===== config.mk =====
export PLATFORM = sky130hd
export DESIGN_NAME = c_comment_stripper
export DESIGN_NICKNAME = d
export VERILOG_FILES = /design/src/sv/ccs_pkg.sv /design/src/sv/ccs_step.sv /design/src/sv/ccs_out.sv /design/src/sv/c_comment_stripper.sv
export SDC_FILE = /design/constraint.sdc
export NUM_CORES = 1
export LEC_CHECK = 0
export BUFFER_PORTS_ARGS = -buffer_cell sky130_fd_sc_hd__clkbuf_2
export CAP_MARGIN = 20
export CELL_PAD_IN_SITES_DETAIL_PLACEMENT = 2
export CELL_PAD_IN_SITES_GLOBAL_PLACEMENT = 2
export CORE_MARGIN = 3
export CORE_UTILIZATION = 38
export CTS_CLUSTER_SIZE = 40
export DETAILED_ROUTE_END_ITERATION = 6
export HOLD_SLACK_MARGIN = 0.12
export PLACE_DENSITY_LB_ADDON = 0.2
export SLEW_MARGIN = 20
export SYNTH_ARGS = -nofsm -noshare
export SYNTH_HDL_FRONTEND = slang
export SYNTH_HIERARCHICAL = 1
export SYNTH_SLANG_ARGS = --single-unit

===== constraint.sdc =====
create_clock -name clk_i -period 6.6 [get_ports clk_i]
set_input_delay 1.32 -clock clk_i [delete_from_list [all_inputs] [get_ports clk_i]]
set_output_delay 1.32 -clock clk_i [all_outputs]
set_load 0.05 [all_outputs]

===== src/sv/ccs_pkg.sv =====
// Shared types and character codes of the comment stripper.
`default_nettype none
package ccs_pkg;

  localparam logic [7:0] CH_SLASH   = 8'h2F;
  localparam logic [7:0] CH_STAR    = 8'h2A;
  localparam logic [7:0] CH_NEWLINE = 8'h0A;

  // Scanner state carried from one byte to the next
  typedef struct packed {
    logic in_line;
    logic in_block;
    logic prev_slash;
    logic prev_star;
    logic slash_held;
  } state_t;

  // Results caused by one byte: an optional released slash, then the byte
  typedef struct packed {
    logic       rel_slash;
    logic       emit;
    logic [7:0] data;
  } res_t;

endpackage
`default_nettype wire


===== src/sv/ccs_step.sv =====
// Next-state and result logic for one byte of the comment stripper.
`default_nettype none
module ccs_step (
  input  logic [7:0]      in_byte_i,
  input  logic            text_start_i,
  input  ccs_pkg::state_t state_i,
  output ccs_pkg::state_t state_o,
  output ccs_pkg::res_t   res_o
);

  logic            is_slash;
  logic            is_star;
  logic            is_nl;
  ccs_pkg::state_t cur;
  ccs_pkg::state_t nxt;
  ccs_pkg::res_t   res;

  assign is_slash = (in_byte_i == ccs_pkg::CH_SLASH);
  assign is_star  = (in_byte_i == ccs_pkg::CH_STAR);
  assign is_nl    = (in_byte_i == ccs_pkg::CH_NEWLINE);

  // Clear the state at the first byte of a new text
  assign cur = text_start_i ? '0 : state_i;

  always_comb begin
    nxt = cur;
    res = '0;
    res.data = in_byte_i;

    // Open comments, end a line comment
    if (is_slash) begin
      if (cur.prev_slash) begin
        nxt.in_line    = 1'b1;
        nxt.slash_held = 1'b0;
      end
    end else if (is_star) begin
      if (cur.prev_slash) begin
        nxt.in_block   = 1'b1;
        nxt.slash_held = 1'b0;
      end
    end else if (is_nl) begin
      nxt.in_line = 1'b0;
    end

    // Hold a slash, or pass the byte and release any held slash ahead of it
    if (!nxt.in_line && !nxt.in_block) begin
      if (is_slash) begin
        nxt.slash_held = 1'b1;
      end else begin
        res.rel_slash  = nxt.slash_held;
        res.emit       = 1'b1;
        nxt.slash_held = 1'b0;
      end
    end

    // Close a block comment; the closing slash still counts as a slash
    if (is_slash && cur.prev_star) begin
      nxt.in_block = 1'b0;
    end

    nxt.prev_slash = is_slash;
    nxt.prev_star  = is_star;
  end

  assign state_o = nxt;
  assign res_o   = res;

endmodule
`default_nettype wire


===== src/sv/ccs_out.sv =====
// Result register of the comment stripper: sends a released slash, then the byte.
`default_nettype none
module ccs_out (
  input  logic          clk_i,
  input  logic          rst_ni,
  input  logic          load_i,
  input  ccs_pkg::res_t res_i,
  output logic          free_o,
  output logic          m_axis_tvalid,
  input  logic          m_axis_tready,
  output logic [7:0]    m_axis_tdata,
  output logic          m_axis_tlast
);

  logic       slash_q, slash_d;
  logic       byte_q, byte_d;
  logic [7:0] data_q;
  logic       pop;

  assign m_axis_tvalid = slash_q | byte_q;
  assign m_axis_tdata  = slash_q ? ccs_pkg::CH_SLASH : data_q;
  assign m_axis_tlast  = !slash_q;
  assign pop           = m_axis_tvalid && m_axis_tready;

  // Free once empty or when the last pending transaction goes out now
  assign free_o = !m_axis_tvalid || (pop && !slash_q);

  // Drop the sent transaction, then load the next results
  always_comb begin
    slash_d = slash_q;
    byte_d  = byte_q;
    if (pop) begin
      if (slash_q) begin
        slash_d = 1'b0;
      end else begin
        byte_d = 1'b0;
      end
    end
    if (load_i) begin
      slash_d = res_i.rel_slash;
      byte_d  = res_i.emit;
    end
  end

  always_ff @(posedge clk_i or negedge rst_ni) begin
    if (!rst_ni) begin
      slash_q <= 1'b0;
      byte_q  <= 1'b0;
    end else begin
      slash_q <= slash_d;
      byte_q  <= byte_d;
    end
  end

  // Hold the byte payload
  always_ff @(posedge clk_i) begin
    if (load_i) begin
      data_q <= res_i.data;
    end
  end

endmodule
`default_nettype wire


===== src/sv/c_comment_stripper.sv =====
// Top level of the C comment stripper: input register, scanner state, result register.
//
//  channel   dir  tdata          tuser        tlast
//  s_axis    in   in_byte[7:0]   text_start   -
//  m_axis    out  out_byte[7:0]  -            run_last
//
// One byte per cycle unless the output stalls or a slash is released: a byte moves
// from the input register through the scanner into the result register when free.
// A byte releasing a held slash gives two output transactions and holds the result register until both go.
// Reset clears the scanner state and all valid flags; no clearing pass.
// With the output stalled, the input register takes one more byte, then
// s_axis_tready falls.
`default_nettype none
module c_comment_stripper (
  input  logic       clk_i,
  input  logic       rst_ni,
  input  logic       s_axis_tvalid,
  output logic       s_axis_tready,
  input  logic [7:0] s_axis_tdata,   // [7:0] in_byte
  input  logic       s_axis_tuser,   // [0] text_start
  output logic       m_axis_tvalid,
  input  logic       m_axis_tready,
  output logic [7:0] m_axis_tdata,   // [7:0] out_byte
  output logic       m_axis_tlast
);

  logic            in_vld_q, in_vld_d;
  logic [7:0]      in_byte_q;
  logic            in_start_q;
  ccs_pkg::state_t state_q;
  ccs_pkg::state_t state_nxt;
  ccs_pkg::res_t   res;
  logic            res_free;
  logic            advance;
  logic            accept;

  assign advance       = in_vld_q && res_free;
  assign s_axis_tready = !in_vld_q || res_free;
  assign accept        = s_axis_tvalid && s_axis_tready;

  // Input register valid
  always_comb begin
    in_vld_d = in_vld_q;
    if (advance) begin
      in_vld_d = 1'b0;
    end
    if (accept) begin
      in_vld_d = 1'b1;
    end
  end

  always_ff @(posedge clk_i or negedge rst_ni) begin
    if (!rst_ni) begin
      in_vld_q <= 1'b0;
      state_q  <= '0;
    end else begin
      in_vld_q <= in_vld_d;
      if (advance) begin
        state_q <= state_nxt;
      end
    end
  end

  // Capture the input transaction
  always_ff @(posedge clk_i) begin
    if (accept) begin
      in_byte_q  <= s_axis_tdata;
      in_start_q <= s_axis_tuser;
    end
  end

  ccs_step u_step (
    .in_byte_i    (in_byte_q),
    .text_start_i (in_start_q),
    .state_i      (state_q),
    .state_o      (state_nxt),
    .res_o        (res)
  );

  ccs_out u_out (
    .clk_i         (clk_i),
    .rst_ni        (rst_ni),
    .load_i        (advance),
    .res_i         (res),
    .free_o        (res_free),
    .m_axis_tvalid (m_axis_tvalid),
    .m_axis_tready (m_axis_tready),
    .m_axis_tdata  (m_axis_tdata),
    .m_axis_tlast  (m_axis_tlast)
  );

endmodule
`default_nettype wire


Yosys cells after proc, flatten, opt, wreduce, memory -nomap -nowiden
Cells that the tools add are included.
{"block": "totals", "reg_bits": 25, "inputBits": 13, "output_inout_bits": 11, "elab_cells": 56}
{"block": "op_classes", "n_eq_ne": 4, "muxes": 24, "bitwise": 1, "n_reduce_logical": 16}
{"op": "two-way mux 1 bit", "n": 20}
{"op": "== test 8 x 6 -> 1 bit (second input constant)", "n": 2}
{"op": "== test 8 x 4 -> 1 bit (second input constant)", "n": 1}
{"op": "two-way mux 8 bit", "n": 1}
{"op": "logical AND 1 bit", "n": 6}
{"op": "zero test 1 bit", "n": 5}
{"op": "two-way mux 5 bit", "n": 1}
{"op": "two-way mux 2 bit", "n": 2}
{"op": "nonzero test 2 bit", "n": 2}
{"op": "logical OR 1 bit", "n": 2}
{"op": "!= test 2 bit (second input constant)", "n": 1}
{"op": "AND reduction 2 bit", "n": 1}
{"op": "OR 1 bit", "n": 1}

Longest topological paths before layout
{"block": "depth", "depth_word": 8, "depth_mapped": 6, "ltp_nobuf": 6}

Cells and area by module
Netlist, hierarchy kept.
{"module": "c_comment_stripper", "instances": 1, "cells_per_inst": 25, "area_per_inst_um2": 524.3, "seq_area_each_um2": 420.4}
{"module": "ccs_out", "instances": 1, "cells_per_inst": 29, "area_per_inst_um2": 407.9, "seq_area_each_um2": 290.3}
{"module": "ccs_step", "instances": 1, "cells_per_inst": 35, "area_per_inst_um2": 246.5, "seq_area_each_um2": 0.0}

Worst setup path before layout
OpenSTA, ideal clock, no wires.
{"block": "synth_path", "kind": "in2out", "start": "in m_axis_tready", "end": "out s_axis_tready", "t_arrival_ns": 1.992, "required_time_ns": 5.280, "path_slack_ns": 3.288, "stages": 3, "path_buffers": 0, "cell_sequence": "inv_1 a21oi_1 nand2b_1"}
{"block": "synth_between", "elab_chain_cells": 4}
{"item": "start, declared", "line_no": "c_comment_stripper.sv:22", "rtl": "input logic m_axis_tready,"}
{"item": "logical AND 1 bit", "line_no": "ccs_out.sv:23", "rtl": "assign pop = m_axis_tvalid && m_axis_tready;"}
{"item": "logical AND 1 bit", "line_no": "ccs_out.sv:26", "rtl": "assign free_o = !m_axis_tvalid || (pop && !slash_q);"}
{"item": "logical OR 1 bit", "line_no": "ccs_out.sv:26"}
{"item": "net res_free", "line_no": "c_comment_stripper.sv:33", "rtl": "logic res_free;"}
{"item": "logical OR 1 bit", "line_no": "c_comment_stripper.sv:38", "rtl": "assign s_axis_tready = !in_vld_q || res_free;"}
{"item": "end, declared", "line_no": "c_comment_stripper.sv:18", "rtl": "output logic s_axis_tready,"}
The timed path passes the listed nets, and every way through them passes these cells.

Final worst setup path
Same ends and word-level chain as after synthesis.

==> flow_summary_export.csv <==
group,metric,value,unit
grt,grt_pass1_vias,736,
grt,grt_pass1_wl,3.53,mm
logic_synthesis,yosys_warnings,6,
place,place_congestion,0.717,
pwr,ir_drop,0.112,mV
worst_setup_path,slowest_delay,0.29,ns
timing,slew_viol_final,0,
timing,rsz0062_at_grt,"false",
worst_setup_path,rrSetupSlack,4.36,ns
detailed_routing,drc,0,
die,die_h,61.7,um
pwr,total_power,306,uW
finish,layout-drive-gt1-share,35.2,%
pwr,seqPwrFrac,61.1,%
clock_network,root_buffer,"clkbuf_4",
detailed_routing,post_drt_wl_per_cell,15.6,um
pwr,power_frac_clock,21.7,%
worst_setup_path,reg2reg_depth,5,
logic_synthesis,synth_area_leaders,"edfxtp_1, dfrtp_1, buf_4",
pwr,p_sw_share,28.5,%
worst_setup_path,end_kind,"output pin",
detailed_routing,dr_total_vias,693,
detailed_routing,drt-vias-per-instance,5.10,
clock_network,numCtsBuffers,3,
finish,antenna_cells,0,
logic_synthesis,synth.ff_latch_count,25,
timing,hold_viol,0,
logic_synthesis,ys_types,31,
grt,grt_max_degree,14,
pwr,pwr-share-comb,17.1,%
finish,area_growth,7.96,%
logic_synthesis,syn_inst,89,
grt,grt_usage,13.0,%
clock_network,clock_path_buffers,2,
grt,grt-ovfl-total,0,
place,dp.cells,132,
worst_setup_path,worstPathRequired,5.28,ns
grt,antenna_found_initial,0,
die,initial_core_util,41.3,%
logic_synthesis,postSynthAreaPerCell,13.2,sq um
timing,max_freq,292,MHz
clock_network,cts_hold_buf,0,
die,core_area,2850,sq um
pwr,p_leak,0.528,nW
finish,finish.utilization,44.6,%
logic_synthesis,yosysSeqAreaShare,60.3,%
logic_synthesis,syn-num-nets,102,
clock_network,cts_tree,"done",
detailed_routing,drt_iter0_drc,23,
die,die_area,3810,sq um
clock_network,htreeDepth,1,
logic_synthesis,yosysTopAreaCell,"edfxtp_1",
die,ioPinCount,24,
worst_setup_path,worst-path-max-fanout,3,
logic_synthesis,syn_area,1180,sq um
die,rows,19,
worst_setup_path,path_common_cell,"clkbuf_2",
pwr,p_sw,86.9,uW
logic_synthesis,synth_top_area_share,43.3,%
worst_setup_path,arrival,2.11,ns
worst_setup_path,crit_path_start_kind,"input port",
worst_setup_path,crit_chain,"clkbuf_2 -> inv_1 -> a21oi_1 -> nand2b_1 -> clkbuf_2",
detailed_routing,drt_wl_total,2.12,mm
timing,max_slew_margin,70.3,%
worst_setup_path,path_class,"input port to output pin",
run_status,status,"completed",
place,portBuffers,23,
finish,layout.cells.non_filler,136,
die,die_x,61.7,um
clock_network,cts.sinks,25,
clock_network,clk_pin_slew,0.13,ns
worst_setup_path,cp_slowest_cell,"clkbuf_2",
timing,holdWs,0.497,ns
place,dp_hpwl,1.70,mm
hold_path,whs_path_depth,0,
hold_path,worst_hold_path_type,"register to register",
clock_network,ctsResizeCount,0,
detailed_routing,drtAntennaViolNets,0,
timing,finalCriticalPeriod,3.43,ns
clock_network,post-cts-setup-buffers,0,
detailed_routing,first_pass_iters,2,
timing,tightest_slew,0.446,ns
timing,fin_skew,0.00695,ns
pwr,powerDensity,240,nW/um^2
timing,finalCritPeriodShare,52.0,%
job,max_cap_violations,0,
timing,finalSetupViolCount,0,
clock_network,clk_latency,0.31,ns
finish,nets,119,
pwr,p_int,219,uW
timing,tns,0,ns
power by group through the flow:
| stage | logic [mW] | registers [mW] | clock network [mW] |
|---|---|---|---|
| finish | 0.0523 | 0.187 | 0.0664 |
| global route | 0.0564 | 0.189 | 0.0761 |
| CTS | 0.0533 | 0.187 | 0.0699 |
| detailed placement | 0.0532 | 0.191 | 0 |
| global placement | 0.0519 | 0.190 | 0 |
| floorplan | 0.0434 | 0.188 | 0 |
cell families (layout without fill, tap and decap cells):
group / after synthesis / after routing / share of synthesized area, %
and+or+nand+nor: 34 / 34 / 17.6
DFF: 25 / 25 / 60.3
muxes: 5 / 5 / 6.37
xor gates and xnor gates: 1 / 1 / 0.743
buffers and inverters: 15 / 31 / 8.60
AOI/OAI and AO/OA: 9 / 9 / 6.37
flip-flops by register name, indices dropped and copies added, names as in the netlist:
register and flops:
u_out/data_q 8, in_vld_q 1, u_out/byte_q 1, in_start_q 1, in_byte_q 8, u_out/slash_q 1
state_q 5
final timing paths:
kind,start,to
max in group asynchronous,rst_ni,state_q[1]
min reg2reg,in_byte_q[6],u_out/data_q[6]
min in group asynchronous,rst_ni,u_out/byte_q
max reg2reg,in_byte_q[4],state_q[0]
min,in_byte_q[6],u_out/data_q[6]
max,m_axis_tready,s_axis_tready
metal layers:
layer | wire length (um) | global-route usage [%] | vias up
met5 | 0 | 0 | -
met1 | 923 | 16.4 | 335
met2 | 1060 | 21.8 | 19
li1 | - | - | 337
met3 | 113 | 4.55 | 2
met4 | 17 | 2.73 | 0
metrics by stage:
step / area [sq um] / setup slack [ns]
after floorplan: 1180 / 3.29
after global placement: 1250 / 3.19
after detailed placement: 1250 / 3.17
after CTS: 1270 / 3.16
after global routing: 1270 / 3.09
final: 1270 / 3.17
layout make-up:
type | instances | area, sq um
fillers | 286 | 1580
well taps | 31 | 38.8
repair buffers | 23 | 115
clock buffers | 4 | 26.3
multi-input cells | 49 | 367
flip-flops and latches | 25 | 711
inverters | 4 | 15.0
critical path, delay by kind of cell:
| family | cells | cell delay, ns |
|---|---|---|
| buffers and inverters | 3 | 0.43 |
| and+or+nand+nor | 1 | 0.17 |
| AOI/OAI and AO/OA | 1 | 0.19 |
cell usage in the layout, fill, tap and decap left out, types with 4 or more instances in the layout:
master / instances
edfxtp_1: 17
nand2b_1: 4
or2_1: 6
nand2_1: 5
dfrtp_1: 8
mux2_4: 5
nor3_1: 4
clkbuf_2: 23
synth_stat cells:
master,instances
a211oi_1,1
o21ai_2,1
o221a_1,1
nand2b_1,4
xor2_1,1
or2_1,6
buf_4,10
o31a_2,1
nor3_1,4
nand2_2,1
dfrtp_1,8
a21oi_1,1
inv_1,3
nor3b_1,1
a21o_1,1
nand4_1,1
or3_4,1
buf_6,1
nand4bb_1,1
and3b_1,1
inv_2,1
or4_4,1
nand2_1,5
mux2_4,5
and2_1,1
a32o_1,1
o31ai_1,2
edfxtp_1,17
and2b_1,1
nor2_1,3
nor2b_1,3
Power figures use the tool's default switching activity.
